$ cat config.mk
export PLATFORM = sky130hd
export DESIGN_NAME = neuron_job_dispatcher
export DESIGN_NICKNAME = d
export VERILOG_FILES = /design/src/rtl/njd_pkg.sv /design/src/rtl/neuron_job_dispatcher.sv /design/src/rtl/njd_ctrl.sv /design/src/rtl/njd_dpath.sv
export SDC_FILE = /design/constraint.sdc
export NUM_CORES = 1
export LEC_CHECK = 0
export BUFFER_PORTS_ARGS = -buffer_cell sky130_fd_sc_hd__clkbuf_2
export CORE_MARGIN = 2
export CORE_UTILIZATION = 30
export CTS_BUF_LIST = sky130_fd_sc_hd__clkbuf_8
export CTS_CLUSTER_SIZE = 28
export DETAILED_ROUTE_END_ITERATION = 16
export SLEW_MARGIN = 0
export SYNTH_ARGS = -nofsm -noshare
export SYNTH_HDL_FRONTEND = slang
export SYNTH_SLANG_ARGS = --single-unit
$ cat constraint.sdc
create_clock -name i_clk -period 7.4 [get_ports i_clk]
set_input_delay 0.74 -clock i_clk [delete_from_list [all_inputs] [get_ports i_clk]]
set_output_delay 0.74 -clock i_clk [all_outputs]
set_load 0.005 [all_outputs]
$ cat src/rtl/njd_pkg.sv
// Shared constants, types and layer-size helpers for the neuron job dispatcher.
`timescale 1ns / 1ps
`default_nettype none

package njd_pkg;

    // Fixed field widths of the item and result channels.
    localparam int KIND_W    = 2;
    localparam int CORE_W    = 2;
    localparam int DATA_W    = 32;
    localparam int CNT_W     = 10;
    localparam int ADDR_W    = 16;
    localparam int HID_W     = 3;
    localparam int LAYER_W   = 3;
    localparam int CFG_IDX_W = 3;

    // Default pool size; the core index field limits it to the range 1 to 4.
    localparam int CORES_DEF = 4;

    // Hidden layer slots provided by the configuration registers.
    localparam int HIDDEN_SLOTS = 4;
    localparam int SLOT_W       = $clog2(HIDDEN_SLOTS);

    // The weight area starts this far above address zero, plus the hidden count.
    localparam int BASE_OFFSET = 3;

    // Input item kinds.
    localparam logic [KIND_W-1:0] KIND_START  = 2'd0;
    localparam logic [KIND_W-1:0] KIND_TICK   = 2'd1;
    localparam logic [KIND_W-1:0] KIND_RESULT = 2'd2;
    localparam logic [KIND_W-1:0] KIND_FREE   = 2'd3;

    // Result item kinds.
    localparam logic [KIND_W-1:0] RES_NONE  = 2'd0;
    localparam logic [KIND_W-1:0] RES_JOB   = 2'd1;
    localparam logic [KIND_W-1:0] RES_WRITE = 2'd2;
    localparam logic [KIND_W-1:0] RES_DONE  = 2'd3;

    // Configuration register indexes.
    localparam logic [CFG_IDX_W-1:0] REG_INPUT_COUNT   = 3'd0;
    localparam logic [CFG_IDX_W-1:0] REG_OUTPUT_COUNT  = 3'd1;
    localparam logic [CFG_IDX_W-1:0] REG_HIDDEN_LAYERS = 3'd2;
    localparam logic [CFG_IDX_W-1:0] REG_HIDDEN_A      = 3'd3;
    localparam logic [CFG_IDX_W-1:0] REG_HIDDEN_B      = 3'd4;
    localparam logic [CFG_IDX_W-1:0] REG_HIDDEN_C      = 3'd5;
    localparam logic [CFG_IDX_W-1:0] REG_HIDDEN_D      = 3'd6;

    typedef struct packed {
        logic [CNT_W-1:0]                     input_count;
        logic [CNT_W-1:0]                     output_count;
        logic [HIDDEN_SLOTS-1:0][CNT_W-1:0]   hidden_size;
    } t_cfg;

    // Commands from the controller to the datapath.
    typedef struct packed {
        logic capture;
        logic sum_step;
        logic exec;
        logic finish;
    } t_cmd;

    // Status from the datapath to the controller.
    typedef struct packed {
        logic sum_last;
    } t_stat;

    // Hidden layer counts above the number of slots count as the full number.
    function automatic logic [HID_W-1:0] clamp_hidden(input logic [HID_W-1:0] raw);
        logic [HID_W-1:0] lim;
        lim = HID_W'(HIDDEN_SLOTS);
        return (raw > lim) ? lim : raw;
    endfunction

    // Size of layer k: zero is the input layer, h+1 the output layer, anything
    // beyond that has no neurons.
    function automatic logic [CNT_W-1:0] layer_size(input logic [LAYER_W-1:0] k,
                                                    input logic [HID_W-1:0]   h,
                                                    input t_cfg               cfg);
        logic [LAYER_W:0]  last;
        logic [SLOT_W-1:0] slot;
        last = {1'b0, h} + {{LAYER_W{1'b0}}, 1'b1};
        slot = SLOT_W'(k - {{(LAYER_W-1){1'b0}}, 1'b1});
        if (k == '0) begin
            return cfg.input_count;
        end else if ({1'b0, k} == last) begin
            return cfg.output_count;
        end else if (k <= h) begin
            return cfg.hidden_size[slot];
        end else begin
            return '0;
        end
    endfunction

endpackage

`default_nettype wire

$ cat src/rtl/neuron_job_dispatcher.sv
// Top level of the neuron job dispatcher: hands perceptron neurons to a pool of worker cores.
// Dispatch tick, core result and core free items are first captured, then executed against
// the core table, which loads the result register. For a start item the shared 10x10
// multiplier adds one product of adjacent layer sizes per cycle, up to the output layer set
// by hidden_layers capped at four, before the start update. Every item yields
// exactly one result transfer; the final step waits while an earlier result is stalled.
// Reset (synchronous, active low) restores the register defaults, clears the counters and
// marks all cores free; the per-core destination table is not cleared.
`timescale 1ns / 1ps
`default_nettype none

module neuron_job_dispatcher #(
    parameter int CORES = njd_pkg::CORES_DEF
) (
    input  logic                            i_clk,
    input  logic                            i_rst_n,

    // Item channel.
    input  logic                            i_in_valid,
    output logic                            o_in_stall,
    input  logic [njd_pkg::KIND_W-1:0]      i_kind,
    input  logic [njd_pkg::CORE_W-1:0]      i_core_index,
    input  logic [njd_pkg::DATA_W-1:0]      i_core_value,

    // Result channel.
    output logic                            o_out_valid,
    input  logic                            i_out_stall,
    output logic [njd_pkg::KIND_W-1:0]      o_result_kind,
    output logic [njd_pkg::CORE_W-1:0]      o_job_core,
    output logic [njd_pkg::CNT_W-1:0]       o_job_count,
    output logic [njd_pkg::ADDR_W-1:0]      o_weight_address,
    output logic [njd_pkg::ADDR_W-1:0]      o_value_address,
    output logic [njd_pkg::ADDR_W-1:0]      o_target_address,
    output logic [njd_pkg::DATA_W-1:0]      o_write_data,

    // Configuration write channel.
    input  logic                            i_cfg_valid,
    output logic                            o_cfg_ready,
    input  logic [njd_pkg::CFG_IDX_W-1:0]   i_cfg_index,
    input  logic [njd_pkg::CNT_W-1:0]       i_cfg_data
);
    import njd_pkg::*;

    t_cmd  cmd;
    t_stat stat;

    // Configuration registers take a write in any cycle; they are expected to
    // change only while no item is in flight.
    assign o_cfg_ready = 1'b1;

    // The controller sequences each item: capture, then either the layer product
    // sweep followed by the start update, or a single execute step. It holds the
    // execute step or start update while the result register is still waiting to be taken, so a
    // stalled result never gets overwritten.
    njd_ctrl u_ctrl (
        .i_clk       (i_clk),
        .i_rst_n     (i_rst_n),
        .i_in_valid  (i_in_valid),
        .i_kind      (i_kind),
        .i_out_stall (i_out_stall),
        .i_stat      (stat),
        .o_cmd       (cmd),
        .o_in_stall  (o_in_stall),
        .o_out_valid (o_out_valid)
    );

    // The datapath holds the configuration, the weight and value pointers, the
    // layer and neuron counters, the busy marks and destinations of the cores,
    // and the result register that drives the output fields.
    njd_dpath #(
        .CORES (CORES)
    ) u_dpath (
        .i_clk            (i_clk),
        .i_rst_n          (i_rst_n),
        .i_cmd            (cmd),
        .o_stat           (stat),
        .i_kind           (i_kind),
        .i_core_index     (i_core_index),
        .i_core_value     (i_core_value),
        .i_cfg_valid      (i_cfg_valid),
        .i_cfg_index      (i_cfg_index),
        .i_cfg_data       (i_cfg_data),
        .o_result_kind    (o_result_kind),
        .o_job_core       (o_job_core),
        .o_job_count      (o_job_count),
        .o_weight_address (o_weight_address),
        .o_value_address  (o_value_address),
        .o_target_address (o_target_address),
        .o_write_data     (o_write_data)
    );

endmodule

`default_nettype wire

$ cat src/rtl/njd_ctrl.sv
// Sequencing state machine of the neuron job dispatcher.
`timescale 1ns / 1ps
`default_nettype none

module njd_ctrl (
    input  logic                        i_clk,
    input  logic                        i_rst_n,
    input  logic                        i_in_valid,
    input  logic [njd_pkg::KIND_W-1:0]  i_kind,
    input  logic                        i_out_stall,
    input  njd_pkg::t_stat              i_stat,
    output njd_pkg::t_cmd               o_cmd,
    output logic                        o_in_stall,
    output logic                        o_out_valid
);
    import njd_pkg::*;

    localparam logic [1:0] ST_IDLE = 2'd0;
    localparam logic [1:0] ST_EXEC = 2'd1;
    localparam logic [1:0] ST_SUM  = 2'd2;
    localparam logic [1:0] ST_FIN  = 2'd3;

    logic [1:0] r_state;
    logic [1:0] n_state;
    logic       r_out_valid;
    logic       n_out_valid;
    logic       slot_free;

    // The result register can be loaded when empty or when it is being taken.
    assign slot_free = !r_out_valid || !i_out_stall;

    always_comb begin
        n_state = r_state;
        o_cmd   = '0;
        unique case (r_state)
            ST_IDLE: begin
                if (i_in_valid) begin
                    o_cmd.capture = 1'b1;
                    n_state       = (i_kind == KIND_START) ? ST_SUM : ST_EXEC;
                end
            end
            ST_SUM: begin
                o_cmd.sum_step = 1'b1;
                if (i_stat.sum_last) begin
                    n_state = ST_FIN;
                end
            end
            ST_EXEC: begin
                if (slot_free) begin
                    o_cmd.exec = 1'b1;
                    n_state    = ST_IDLE;
                end
            end
            ST_FIN: begin
                if (slot_free) begin
                    o_cmd.finish = 1'b1;
                    n_state      = ST_IDLE;
                end
            end
        endcase
    end

    assign n_out_valid = o_cmd.exec || o_cmd.finish || (r_out_valid && i_out_stall);

    always_ff @(posedge i_clk) begin
        if (!i_rst_n) begin
            r_state     <= ST_IDLE;
            r_out_valid <= 1'b0;
        end else begin
            r_state     <= n_state;
            r_out_valid <= n_out_valid;
        end
    end

    assign o_in_stall  = (r_state != ST_IDLE);
    assign o_out_valid = r_out_valid;

    a_item_to_exec: assert property (@(posedge i_clk) disable iff (!i_rst_n)
        (i_in_valid && !o_in_stall && i_kind != KIND_START) |=> (r_state == ST_EXEC))
        else $error("non-start item did not move to execute");

    a_sum_to_fin: assert property (@(posedge i_clk) disable iff (!i_rst_n)
        (r_state == ST_SUM && i_stat.sum_last) |=> (r_state == ST_FIN))
        else $error("layer sum did not finish after its last step");

    a_result_source: assert property (@(posedge i_clk) disable iff (!i_rst_n)
        $rose(r_out_valid) |-> ($past(r_state) == ST_EXEC || $past(r_state) == ST_FIN))
        else $error("result appeared outside execute or finish");

endmodule

`default_nettype wire

$ cat src/rtl/njd_dpath.sv
// Datapath of the neuron job dispatcher: configuration, counters, core table, result register.
`timescale 1ns / 1ps
`default_nettype none

module njd_dpath #(
    parameter int CORES = njd_pkg::CORES_DEF
) (
    input  logic                            i_clk,
    input  logic                            i_rst_n,
    input  njd_pkg::t_cmd                   i_cmd,
    output njd_pkg::t_stat                  o_stat,
    input  logic [njd_pkg::KIND_W-1:0]      i_kind,
    input  logic [njd_pkg::CORE_W-1:0]      i_core_index,
    input  logic [njd_pkg::DATA_W-1:0]      i_core_value,
    input  logic                            i_cfg_valid,
    input  logic [njd_pkg::CFG_IDX_W-1:0]   i_cfg_index,
    input  logic [njd_pkg::CNT_W-1:0]       i_cfg_data,
    output logic [njd_pkg::KIND_W-1:0]      o_result_kind,
    output logic [njd_pkg::CORE_W-1:0]      o_job_core,
    output logic [njd_pkg::CNT_W-1:0]       o_job_count,
    output logic [njd_pkg::ADDR_W-1:0]      o_weight_address,
    output logic [njd_pkg::ADDR_W-1:0]      o_value_address,
    output logic [njd_pkg::ADDR_W-1:0]      o_target_address,
    output logic [njd_pkg::DATA_W-1:0]      o_write_data
);
    import njd_pkg::*;

    localparam int CW = (CORES > 1) ? $clog2(CORES) : 1;

    // Configuration registers.
    t_cfg               r_cfg;
    logic [HID_W-1:0]   r_hidden;

    // Captured item.
    logic [KIND_W-1:0]  r_kind;
    logic [CORE_W-1:0]  r_core;
    logic [DATA_W-1:0]  r_value;

    // Layer product accumulation.
    logic [LAYER_W-1:0] r_k;
    logic [ADDR_W-1:0]  r_acc;

    // Run state.
    logic               r_running;
    logic [LAYER_W-1:0] r_layer;
    logic [CNT_W-1:0]   r_neuron;
    logic [ADDR_W-1:0]  r_wbase;
    logic [ADDR_W-1:0]  r_vbase;
    logic [CORES-1:0]   r_busy;
    logic [ADDR_W-1:0]  r_dest [0:CORES-1];

    // Result register.
    logic [KIND_W-1:0]  r_res_kind;
    logic [CORE_W-1:0]  r_res_core;
    logic [CNT_W-1:0]   r_res_count;
    logic [ADDR_W-1:0]  r_res_weight;
    logic [ADDR_W-1:0]  r_res_value;
    logic [ADDR_W-1:0]  r_res_target;
    logic [DATA_W-1:0]  r_res_data;

    logic [KIND_W-1:0]  n_res_kind;
    logic [CORE_W-1:0]  n_res_core;
    logic [CNT_W-1:0]   n_res_count;
    logic [ADDR_W-1:0]  n_res_weight;
    logic [ADDR_W-1:0]  n_res_value;
    logic [ADDR_W-1:0]  n_res_target;
    logic [DATA_W-1:0]  n_res_data;

    logic [HID_W-1:0]     h;
    logic [LAYER_W-1:0]   last;
    logic [CNT_W-1:0]     size_k;
    logic [CNT_W-1:0]     size_k1;
    logic [2*CNT_W-1:0]   product;
    logic [CNT_W-1:0]     cnt;
    logic [CNT_W-1:0]     next_size;
    logic [ADDR_W-1:0]    dest;
    logic [ADDR_W-1:0]    start_wbase;
    logic [CNT_W-1:0]     nidx;
    logic                 layer_done;
    logic                 found;
    logic [CW-1:0]        pick;
    logic                 core_ok;
    logic [CW-1:0]        cidx;
    logic                 can_issue;
    logic                 can_done;
    logic                 issue;

    assign h       = clamp_hidden(r_hidden);
    assign last    = LAYER_W'(h) + {{(LAYER_W-1){1'b0}}, 1'b1};

    // One product of adjacent layer sizes per step.
    assign size_k  = layer_size(r_k, h, r_cfg);
    assign size_k1 = layer_size(r_k + {{(LAYER_W-1){1'b0}}, 1'b1}, h, r_cfg);
    assign product = (2*CNT_W)'(size_k) * (2*CNT_W)'(size_k1);
    assign o_stat.sum_last = (r_k == LAYER_W'(h));

    assign start_wbase = ADDR_W'(h) + ADDR_W'(BASE_OFFSET);

    // Neuron issue arithmetic.
    assign cnt        = layer_size(r_layer, h, r_cfg);
    assign next_size  = layer_size(r_layer + {{(LAYER_W-1){1'b0}}, 1'b1}, h, r_cfg);
    assign dest       = r_vbase + ADDR_W'(cnt) + ADDR_W'(r_neuron);
    assign nidx       = r_neuron + {{(CNT_W-1){1'b0}}, 1'b1};
    assign layer_done = (nidx >= next_size) || (nidx == '0);

    // Highest-numbered free core wins.
    always_comb begin
        found = 1'b0;
        pick  = '0;
        for (int i = 0; i < CORES; i++) begin
            if (!r_busy[i]) begin
                found = 1'b1;
                pick  = CW'(i);
            end
        end
    end

    assign core_ok   = (5'(r_core) < 5'(CORES));
    assign cidx      = r_core[CW-1:0];
    assign can_issue = r_running && (r_layer < last) && found;
    assign can_done  = r_running && !(r_layer < last) && !(|r_busy);
    assign issue     = i_cmd.exec && (r_kind == KIND_TICK) && can_issue;

    always_ff @(posedge i_clk) begin
        if (!i_rst_n) begin
            r_cfg.input_count  <= CNT_W'(1);
            r_cfg.output_count <= CNT_W'(1);
            r_cfg.hidden_size  <= {HIDDEN_SLOTS{CNT_W'(1)}};
            r_hidden           <= '0;
        end else if (i_cfg_valid) begin
            unique case (i_cfg_index)
                REG_INPUT_COUNT:   r_cfg.input_count    <= i_cfg_data;
                REG_OUTPUT_COUNT:  r_cfg.output_count   <= i_cfg_data;
                REG_HIDDEN_LAYERS: r_hidden             <= i_cfg_data[HID_W-1:0];
                REG_HIDDEN_A:      r_cfg.hidden_size[0] <= i_cfg_data;
                REG_HIDDEN_B:      r_cfg.hidden_size[1] <= i_cfg_data;
                REG_HIDDEN_C:      r_cfg.hidden_size[2] <= i_cfg_data;
                REG_HIDDEN_D:      r_cfg.hidden_size[3] <= i_cfg_data;
                default: ;
            endcase
        end
    end

    always_ff @(posedge i_clk) begin
        if (i_cmd.capture) begin
            r_kind  <= i_kind;
            r_core  <= i_core_index;
            r_value <= i_core_value;
            r_k     <= '0;
            r_acc   <= '0;
        end else if (i_cmd.sum_step) begin
            r_k     <= r_k + {{(LAYER_W-1){1'b0}}, 1'b1};
            r_acc   <= r_acc + product[ADDR_W-1:0];
        end
    end

    always_ff @(posedge i_clk) begin
        if (!i_rst_n) begin
            r_running <= 1'b0;
            r_layer   <= '0;
            r_neuron  <= '0;
            r_wbase   <= '0;
            r_vbase   <= '0;
            r_busy    <= '0;
        end else if (i_cmd.finish) begin
            r_running <= 1'b1;
            r_layer   <= '0;
            r_neuron  <= '0;
            r_wbase   <= start_wbase;
            r_vbase   <= start_wbase + r_acc;
        end else if (i_cmd.exec) begin
            unique case (r_kind) inside
                KIND_TICK: begin
                    if (can_issue) begin
                        r_wbase      <= r_wbase + ADDR_W'(cnt);
                        r_busy[pick] <= 1'b1;
                        if (layer_done) begin
                            r_vbase  <= r_vbase + ADDR_W'(cnt);
                            r_neuron <= '0;
                            r_layer  <= r_layer + {{(LAYER_W-1){1'b0}}, 1'b1};
                        end else begin
                            r_neuron <= nidx;
                        end
                    end else if (can_done) begin
                        r_running <= 1'b0;
                    end
                end
                KIND_FREE: begin
                    if (core_ok) begin
                        r_busy[cidx] <= 1'b0;
                    end
                end
                KIND_START, KIND_RESULT: ;
            endcase
        end
    end

    always_ff @(posedge i_clk) begin
        if (issue) begin
            r_dest[pick] <= dest;
        end
    end

    always_comb begin
        n_res_kind   = RES_NONE;
        n_res_core   = '0;
        n_res_count  = '0;
        n_res_weight = '0;
        n_res_value  = '0;
        n_res_target = '0;
        n_res_data   = '0;
        if (i_cmd.exec) begin
            unique case (r_kind) inside
                KIND_TICK: begin
                    if (can_issue) begin
                        n_res_kind   = RES_JOB;
                        n_res_core   = CORE_W'(pick);
                        n_res_count  = cnt;
                        n_res_weight = r_wbase;
                        n_res_value  = r_vbase;
                        n_res_target = dest;
                    end else if (can_done) begin
                        n_res_kind   = RES_DONE;
                        n_res_target = r_vbase;
                    end
                end
                KIND_RESULT: begin
                    if (core_ok) begin
                        n_res_kind   = RES_WRITE;
                        n_res_core   = r_core;
                        n_res_target = r_dest[cidx];
                        n_res_data   = r_value;
                    end
                end
                KIND_START, KIND_FREE: ;
            endcase
        end
    end

    always_ff @(posedge i_clk) begin
        if (i_cmd.exec || i_cmd.finish) begin
            r_res_kind   <= n_res_kind;
            r_res_core   <= n_res_core;
            r_res_count  <= n_res_count;
            r_res_weight <= n_res_weight;
            r_res_value  <= n_res_value;
            r_res_target <= n_res_target;
            r_res_data   <= n_res_data;
        end
    end

    assign o_result_kind    = r_res_kind;
    assign o_job_core       = r_res_core;
    assign o_job_count      = r_res_count;
    assign o_weight_address = r_res_weight;
    assign o_value_address  = r_res_value;
    assign o_target_address = r_res_target;
    assign o_write_data     = r_res_data;

    a_layer_bound: assert property (@(posedge i_clk) disable iff (!i_rst_n)
        r_layer <= LAYER_W'(HIDDEN_SLOTS + 1))
        else $error("layer counter ran past the output layer");

    a_issue_marks_busy: assert property (@(posedge i_clk) disable iff (!i_rst_n)
        issue |=> ($countones(r_busy) == $past($countones(r_busy)) + 1))
        else $error("issued job did not mark exactly one more core busy");

endmodule

`default_nettype wire

==> run metrics, run 1 <==
Syn Inst Count=2,027; hold path cells=1; Simple-Gate Fraction of Synth Area=16.3%; Setup Fix Bufs, Post-CTS=0; Worst setup EP type=flip-flop; Final ANT Viol Nets=0; synth unique cells=75; vias=16,000; detailed-route wire length=59,300 um; Syn-to-layout area delta=16.1%; RSZ-0062 raised after global routing=no; Die ar.=69,900 sq um; clock sink total=331; fraction of layout cells with a size suffix above 1=18.2%; Hold Path End=u_dpath.r_value[9]; Final Non-Filler Cells=3,127; Mean Syn Cell Area=about 10 sq um; vias in the first global route=16,000; Via density=5.12; hold_sp=i_core_value[9]; register area share after synthesis=42.1%; Fmax=0.142 GHz; largest family of logic cells by synthesized area=simple AND/OR/NAND/NOR gates; Fin Hold WS=247 ps; dpl cells=~3,000; critical path class=reg2reg; Clk Tree Root Cell=clkbuf_8; met3 wire len=3740 um; CP max stage cell=fa_1; Clock Path Buffers=3; Worst EP required=7980 ps; Ports=between 150 and 200; synthesized area=20,400 sq um; leakage power figure=9.46 nW; Final Max Tran Viols=0; Tcrit/Tclk final=between 90% and 100%; Hold/Removal Path Class=in2reg; met2 wire len=27,600 um; Core Box Area=between 60,000 and 70,000 sq um; Period minus WS final=7040 ps; Yosys top cell area share=28.6%; total CTS buffers=58; worst vdd ir=145 uV; Pwr Total=4.38 mW; Clock Latency Late Sink=670 ps; worst-margin pin slew=1090 ps; top fanout value on the critical path=5; Die X=264 um; Worst R2R Start=u_dpath.r_hidden[2]; Post-Synth Adder-Cell Area=14.3%; reg2reg setup slack=~360 ps; Initial Util=between 30% and 40%; max cap viols=0; cell taking the most area after synthesis=edfxtp_1; Synth Register Bits=331; Synth Area in Compound Gates=11.7%; Final Hold Viols=0; Clock Skews=37.0 ps; Layout fillers=between 6,000 and 7,000; run status=finished clean; final setup TNS=0 ps; cts-stage hold buffer count=0; antenna violations before repair=1; Setup violations, final=0; grt total ovfl=0; row cnt=95; first-pass GRT wire length=92,400 um; ys async rst share=0%; most instantiated cells after synthesis=301 x nand2_1, 194 x edfxtp_1, 161 x inv_1, 160 x nor2_1, 148 x a21oi_1; NumNets Final=2,451; Final GP Congestion=0.918; Synth Area in XOR/XNOR=3.87%; largest net degree at the start of global routing=73; crit path DAT=7620 ps; number of flops mapped to enable cells by yosys=194; DR pass1 iterations=5; main area contributors after synthesis=edfxtp_1 29%, dfxtp_1 13%, fa_1 7.5%; All-Layer GR Usage=16.8%; r2r endpoint=u_dpath.r_acc[15]; multiplexer share of the synthesized area=around 6.8%; crit start category=flip-flop; drt initial violations=1,309; DR top layer=met4; # DRC=0; post-DR wirelength/cell=19.0 um; CTS tree=done; htree depth=2; power density over cell area=185 nW/um^2; FF-to-FF path depth=27; PortBufs=149; Yosys Warn Count=0; Final HPWL DP=44,700 um; Largest stage delay, worst path=560 ps; Die Ht=between 200 and 300 um; Main synth FF type=edfxtp_1; Worst-path clk slew=60 ps; sequential cell area=8570 sq um; count leader, synth=nand2_1; Rel. slew slack=26.9%; M1 wire length=about 26,000 um; most used cell, CP=fa_1; Multi-input gate area=10,900 sq um; Post-Syn Nets=2,268
==> how the worst max path moves through the flow <==
| stage | slack (ps) | start | to | depth (start not counted) |
|---|---|---|---|---|
| 2_1_floorplan | 40 | u_dpath.r_k[0] | u_dpath.r_acc[15] | 30 |
| 3_3_place_gp | 180 | u_dpath.r_hidden[2] | u_dpath.r_acc[15] | 27 |
| 3_5_place_dp | 20 | u_dpath.r_hidden[2] | u_dpath.r_acc[15] | 27 |
| 4_1_cts | 20 | u_dpath.r_hidden[1] | u_dpath.r_acc[15] | 26 |
| 5_1_grt | 30 | u_dpath.r_hidden[2] | u_dpath.r_acc[15] | 31 |
| 6_report | 360 | u_dpath.r_hidden[2] | u_dpath.r_acc[15] | 27 |
==> registers in the layout, indices dropped and copies added, names as in the netlist, 10 cells and up, named ones only <==
name,count
u_dpath.r_dest,64
u_dpath.r_cfg,60
u_dpath.o_write_data,32
u_dpath.r_value,32
u_dpath.o_target_address,16
u_dpath.o_value_address,16
u_dpath.o_weight_address,16
u_dpath.r_acc,16
u_dpath.r_vbase,16
u_dpath.r_wbase,16
u_dpath.o_job_count,10
u_dpath.r_neuron,10
==> cell type report <==
| class | instances | share of cell area, % |
|---|---|---|
| flip-flops and latches | 331 | 36.3 |
| clock inverters | 32 | 0.889 |
| inverters | 163 | 2.60 |
| repair buffers | 214 | 5.22 |
| clock buffers | 71 | 4.13 |
| well taps | 873 | 4.62 |
| multi-input cells | 1442 | 46.3 |
| diodes | 1 | 0.0106 |
==> layer usage <==
layer	vias to the layer above	GRT usage, %
met5	-	0
met4	0	6.74
met3	110	2.78
met2	577	27.3
met1	7852	22.2
li1	7480	-
==> layout by cell type (no fill, tap or decap), types with 71 or more instances in the layout <==
master	count
nand2_1	301
fa_1	76
nor2_1	156
a21oi_1	146
dfxtp_1	137
edfxtp_1	194
ha_1	107
clkbuf_8	71
clkbuf_2	149
inv_1	176
==> power by group <==
| group | internal [mW] | total, mW | switching, mW |
|---|---|---|---|
| clock | 0.939 | 1.74 | 0.798 |
| sequential | 2.03 | 2.08 | 0.0461 |
| combinational | 0.215 | 0.567 | 0.352 |
| total | 3.18 | 4.38 | 1.20 |
==> metrics by stage <==
stage	setup slack [ps]	cell area [sq um]	util (%)
2_1_floorplan	39.8	20400	-
3_3_place_gp	176	22400	33.3
3_5_place_dp	20.6	22400	33.3
4_1_cts	24.4	23600	35.1
5_1_grt	26.2	23600	35.2
6_report	359	23600	35.2
==> cell families (layout without fill, tap and decap cells) <==
logic type	count (synthesis)	count (layout)
other cells	2	3
compound gates	383	383
flops	331	331
fa+ha+maj	188	188
xor+xnor	86	86
simple gates	715	715
mux	68	68
buf+inv	254	480
==> critical path: cells and delay by family (launching register included) <==
| kind | cells | cell delay (ps) |
|---|---|---|
| adder cells (fa/ha/maj) | 7 | 3170 |
| AND/OR/NAND/NOR | 6 | 1570 |
| AO/OA/AOI/OAI | 6 | 940 |
| buffers and inverters | 6 | 510 |
| XOR/XNOR | 2 | 410 |
| flip-flops | 1 | 350 |
==> timing repair <==
item                                    in CTS  in global routing
pin swaps                                    0                  2
resized for setup                            1                 14
endpoints found under the setup margin       1                  3
Power figures use the tool's default switching activity.
==> inputs of run 2 (changes only) <==
==> constraint.sdc (replaced) <==
create_clock -name i_clk -period 7.9 [get_ports i_clk]
set_input_delay 0.79 -clock i_clk [delete_from_list [all_inputs] [get_ports i_clk]]
set_output_delay 0.79 -clock i_clk [all_outputs]
set_load 0.005 [all_outputs]
==> run metrics, run 2 (synthesized netlist as in run 1, its figures left out) <==
Ports=151 (unchanged); max cap viols=0 (unchanged); max reg flops=64 (unchanged); first-pass GRT wire length=91,400 um (-1.1%); Final Max Tran Viols=0 (unchanged); placed cell areas=22,200 sq um (-0.99%); # DRC=0 (unchanged); run status=finished clean; crit path DAT=8120 ps (+500 ps); Final Hold Viols=0 (unchanged); Final ANT Viol Nets=0 (unchanged); Worst EP required=8490 ps (+510 ps); final std cell area, no fill=23,500 sq um (-0.42%); dpl cells=2,999 (-0.79%); vias in the first global route=16,100 (+0.55%); grt total ovfl=0 (unchanged); PortBufs=149 (unchanged); Syn-to-layout area delta=15.6%; Die Ht=264 um (unchanged); Fin Hold WS=291 ps (+44.7 ps); Core Box Area=67,200 sq um (unchanged); leakage power figure=9.39 nW (-0.72%); vias=15,900 (-0.60%); Hold/Removal Path Class=in2reg; Worst setup EP type=flip-flop; All-Layer GR Usage=16.5% (-0.24 points); Pwr Total=4.23 mW (-3.3%); Period minus WS final=7540 ps (+497 ps); post-DR wirelength/cell=18.8 um (-1.0%); final setup TNS=0 ps (unchanged); row cnt=95 (unchanged); Clock Path Buffers=3 (unchanged); worst-margin pin slew=1110 ps (+19.1 ps); Worst-path clk slew=70 ps (about the same); Via density=5.12 (-0.15%); Final HPWL DP=43,200 um (-3.3%); CTS tree=done; RSZ-0062 raised after global routing=no; Tcrit/Tclk final=95.4% (+0.27 points); NumNets Final=2,429 (-0.90%); cts-stage hold buffer count=0 (unchanged); Die X=264 um (unchanged); detailed-route wire length=58,400 um (-1.5%); drt initial violations=1,454 (+11%); most frequent cells in the layout=301 x nand2_1, 194 x edfxtp_1, 171 x inv_1; Initial Util=30.3% (unchanged); Fmax=0.133 GHz (-6.6%); Setup violations, final=0 (unchanged); worst vdd ir=105 uV (-28%); biggest regs=u_dpath.r_dest: 64 flops, u_dpath.r_cfg: 60 flops; largest net degree at the start of global routing=75 (+2.7%); top fanout value on the critical path=7 (+2); Rel. slew slack=25.4% (-1.5 points); Final GP Congestion=0.929 (+1.2%); Clock Latency Late Sink=710 ps (+40 ps); Clk Tree Root Cell=clkbuf_8; htree depth=2 (unchanged); Clock Skews=58.1 ps (+21.2 ps); total CTS buffers=59 (+1.7%); Layout fillers=6,719 (unchanged); fraction of layout cells with a size suffix above 1=17.3% (-0.82 points); Die ar.=69,900 sq um (unchanged); crit start category=flip-flop; clock sink total=331 (unchanged); DR pass1 iterations=8 (+3); Final Non-Filler Cells=3,113 (-0.45%); antenna violations before repair=1 (unchanged); critical path class=reg2reg; power density over cell area=180 nW/um^2 (-2.9%); commonest non-fill, non-tap cell in the layout=nand2_1; largest register by flop count=u_dpath.r_dest
run 2: cell types whose count changed in the layout (fill, tap and decap cells not counted), moves of 3 or more:
cell,previous run,this run
o21ai_1,9,5
bufinv_16,2,5
ha_1,107,110
o21ai_2,0,3
inv_1,176,171
clkinv_1,4,8
buf_4,65,42
clkinv_2,4,12
run 2: worst paths after layout:
kind | start | to | slack [ps] | cells past startpoint
worst min-delay path | i_core_value[12] | u_dpath.r_value[12] | 290 | 1
worst max register to register | u_dpath.r_hidden[2] | u_dpath.r_acc[15] | 360 | 27
worst max-delay path | u_dpath.r_hidden[2] | u_dpath.r_acc[15] | 360 | 27
worst min register to register | u_dpath.r_busy[0] | u_dpath.r_busy[0] | 490 | 2
run 2: timing repair:
action                     CTS  global route
setup endpoints to repair    0             3
resized for setup            0             8
setup buffers                0             1
run 2: where the power goes:
| group | switching, mW | internal [mW] |
|---|---|---|
| combinational | 0.317 | 0.189 |
| clock | 0.799 | 0.985 |
| sequential | 0.0431 | 1.90 |
run 2: cell type report:
cell class	count	area [sq um]	share of cell area, %
inverters	163	614	2.61
repair buffers	191	1060	4.51
clock buffers	70	963	4.09
diodes	2	5.00	0.0213
flip-flops and latches	331	8570	36.4
clock inverters	41	360	1.53
well taps	873	1090	4.64
multi-input cells	1442	10900	46.2
run 2: layer usage:
| layer | global-route usage [%] | vias up | wire length, um |
|---|---|---|---|
| met5 | 0 | - | 0 |
| met4 | 6.39 | 0 | 2000 |
| met3 | 2.52 | 114 | 3570 |
| met2 | 27.4 | 589 | 27600 |
| met1 | 21.8 | 7793 | 25300 |
| li1 | - | 7427 | - |
run 2: through the flow:
| step | setup WS, ps | util, % |
|---|---|---|
| finish | 362 | 35.0 |
| global route | 10.7 | 35.0 |
| floorplan | 41.1 | - |
| CTS | 131 | 35.0 |
| detailed placement | 165 | 33.0 |
| global placement | 415 | 33.0 |
run 2: critical path: stages (launching register included):
cell,delay (ps)
dfxtp_2,370
inv_1,140
nand2_1,180
inv_2,170
ha_1,240
xnor3_1,250
and3b_1,200
or3b_2,470
a31oi_1,210
inv_1,130
or2_2,320
fa_1,470
fa_1,550
inv_1,60
fa_1,520
fa_1,560
inv_1,60
fa_1,520
inv_1,40
ha_1,340
or2_2,310
a21oi_1,200
a211oi_1,100
o21ai_0,200
nand2b_1,120
a31oi_1,180
xnor3_1,420
o21ai_1,120
==> inputs of run 3 (changes only) <==
--- a/config.mk
+++ b/config.mk
@@ -6,6 +6,7 @@
 export NUM_CORES = 1
 export LEC_CHECK = 0
 export BUFFER_PORTS_ARGS = -buffer_cell sky130_fd_sc_hd__clkbuf_2
+export CORE_ASPECT_RATIO = 1.4
 export CORE_MARGIN = 2
 export CORE_UTILIZATION = 30
 export CTS_BUF_LIST = sky130_fd_sc_hd__clkbuf_8
==> run metrics, run 3 (synthesized netlist as in run 1, its figures left out) <==
run status=finished clean; Worst EP required=8450 ps (-40 ps); Core Box Area=67,400 sq um (+0.42%); drt initial violations=943 (-35%); CTS tree=done; Setup violations, final=0 (unchanged); Die ar.=70,000 sq um (about the same); share of power burned in registers=47.8% (+1.9 points); Final ANT Viol Nets=0 (unchanged); Clock power frac=39.7% (-2.4 points); DR pass1 iterations=6 (-2); worst-margin pin slew=1140 ps (+27.2 ps); crit path DAT=8030 ps (-90 ps); grt total ovfl=0 (unchanged); hold_sp=i_core_value[12]; Final Non-Filler Cells=3,110 (-0.096%); antenna violations before repair=4 (+3); Clock Path Buffers=3 (unchanged); # DRC=0 (unchanged); vias in the first global route=16,200 (+0.56%); clock sink total=331 (unchanged); Ports=151 (unchanged); Tcrit/Tclk final=94.7% (-0.70 points); Worst-path clk slew=70 ps (about the same); Rel. slew slack=24.0% (-1.4 points); Clk Tree Root Cell=clkbuf_8; htree depth=2 (unchanged); biggest regs=u_dpath.r_dest: 64 flops, u_dpath.r_cfg: 60 flops; vias=15,700 (-1.2%); Die Ht=312 um (+18%); total CTS buffers=55 (-6.8%); Final GP Congestion=0.931 (+0.14%); row cnt=113 (+19%); Sw Ratio=26.8% (-0.56 points); Final HPWL DP=46,400 um (+7.5%); detailed-route wire length=59,700 um (+2.2%); PortBufs=149 (unchanged); largest register by flop count=u_dpath.r_dest; RSZ-0062 raised after global routing=no; first-pass GRT wire length=92,200 um (+0.91%); top fanout value on the critical path=7 (unchanged); Final Hold Viols=0 (unchanged); Hold/Removal Path Class=in2reg; Worst R2R Start=u_dpath.r_hidden[2]; All-Layer GR Usage=16.9% (+0.38 points); dpl cells=3,000 (+0.033%); worst vdd ir=108 uV (+2.9%); Combinational Power Share=12.5% (+0.6 points); NumNets Final=2,438 (+0.37%); Fmax=0.134 GHz (+0.74%); Period minus WS final=7480 ps (-55.5 ps); critical path class=reg2reg; Die X=224 um (-15%); largest net degree at the start of global routing=64 (-15%); max reg flops=64 (unchanged); Clock Latency Late Sink=670 ps (-40 ps); Via density=5.06 (-1.1%); crit start category=flip-flop; Power Internal=2.98 mW (-3.0%); fraction of layout cells with a size suffix above 1=17.4% (+0.043 points); Initial Util=30.2% (-0.13 points); Worst setup EP type=flip-flop; power density over cell area=174 nW/um^2 (-3.5%); Clock Skews=46.9 ps (-11.2 ps); leakage power figure=9.37 nW (-0.22%); max cap viols=0 (unchanged); most frequent cells in the layout=301 x nand2_1, 194 x edfxtp_1, 167 x inv_1; launch point of the worst path=u_dpath.r_hidden[2]; post-DR wirelength/cell=19.2 um (+2.3%); Final Max Tran Viols=0 (unchanged); Syn-to-layout area delta=15.3%; commonest non-fill, non-tap cell in the layout=nand2_1; P_sw=1.09 mW (-5.7%); final setup TNS=0 ps (unchanged)
## run 3: final cells by class
class	instances	area (sq um)
diodes	4	10.0
well taps	862	1080
clock buffers	62	853
inverters	163	614
clock inverters	42	330
repair buffers	204	1160
flip-flops and latches	331	8570
multi-input cells	1442	10900
fillers	6765	44000
## run 3: final timing paths
kind,cells past startpoint,endpoint,slack [ps]
max,27,u_dpath.r_acc[15],420
min,1,u_dpath.r_value[12],320
max reg2reg,27,u_dpath.r_acc[15],420
min reg2reg,2,u_dpath.r_busy[0],490
## run 3: what timing repair did
item,4_1_cts,5_1_grt
setup buffers,0,2
gates resized for setup,0,4
setup endpoints to repair,0,1
hold buffers,0,0
## run 3: power groups by stage
stage               clock network, mW  registers [mW]  logic, mW
finish                           1.62            1.95      0.510
global route                     1.73            1.95      0.562
CTS                              1.66            1.95      0.513
detailed placement                  0            1.98      0.511
global placement                    0            1.98      0.505
floorplan                           0            1.97      0.324
## run 3: routing by layer
layer  track usage (%)  up-vias  share of wire [%]
met1              17.9     7605                 37
met3              2.71      160                5.1
met2              31.7      511                 52
li1                  -     7450                  -
met5                 0        -                  0
met4              9.50        0                5.8
## run 3: metrics by stage
| step | util, % | cell area (sq um) | worst slack, ps | hold slack (ps) | total power, mW |
|---|---|---|---|---|---|
| 2_1_floorplan | - | 20400 | 41.1 | 450 | 2.30 |
| 3_3_place_gp | 33.0 | 22200 | 477 | 463 | 2.49 |
| 3_5_place_dp | 33.0 | 22200 | 324 | 474 | 2.50 |
| 4_1_cts | 34.7 | 23400 | 272 | 272 | 4.12 |
| 5_1_grt | 34.8 | 23500 | 8.60 | 290 | 4.24 |
| 6_report | 34.8 | 23500 | 418 | 323 | 4.08 |
## run 3: critical path, stage by stage, from the launching register on
cell      delay [ps]
dfxtp_1          360
inv_1            100
nand2_1          180
inv_2             80
ha_1             230
xnor2_2          250
xor2_1           310
or2_1            240
a311oi_2         170
or2_2            380
or2_2            310
fa_1             490
fa_1             590
inv_1             70
fa_1             500
fa_1             540
inv_1             60
fa_1             530
inv_1             40
ha_1             340
or2_2            310
a21oi_1          190
a211oi_1          90
o21ai_0          190
nand2b_1         120
a31oi_1          170
xnor3_1          400
o21ai_1          130
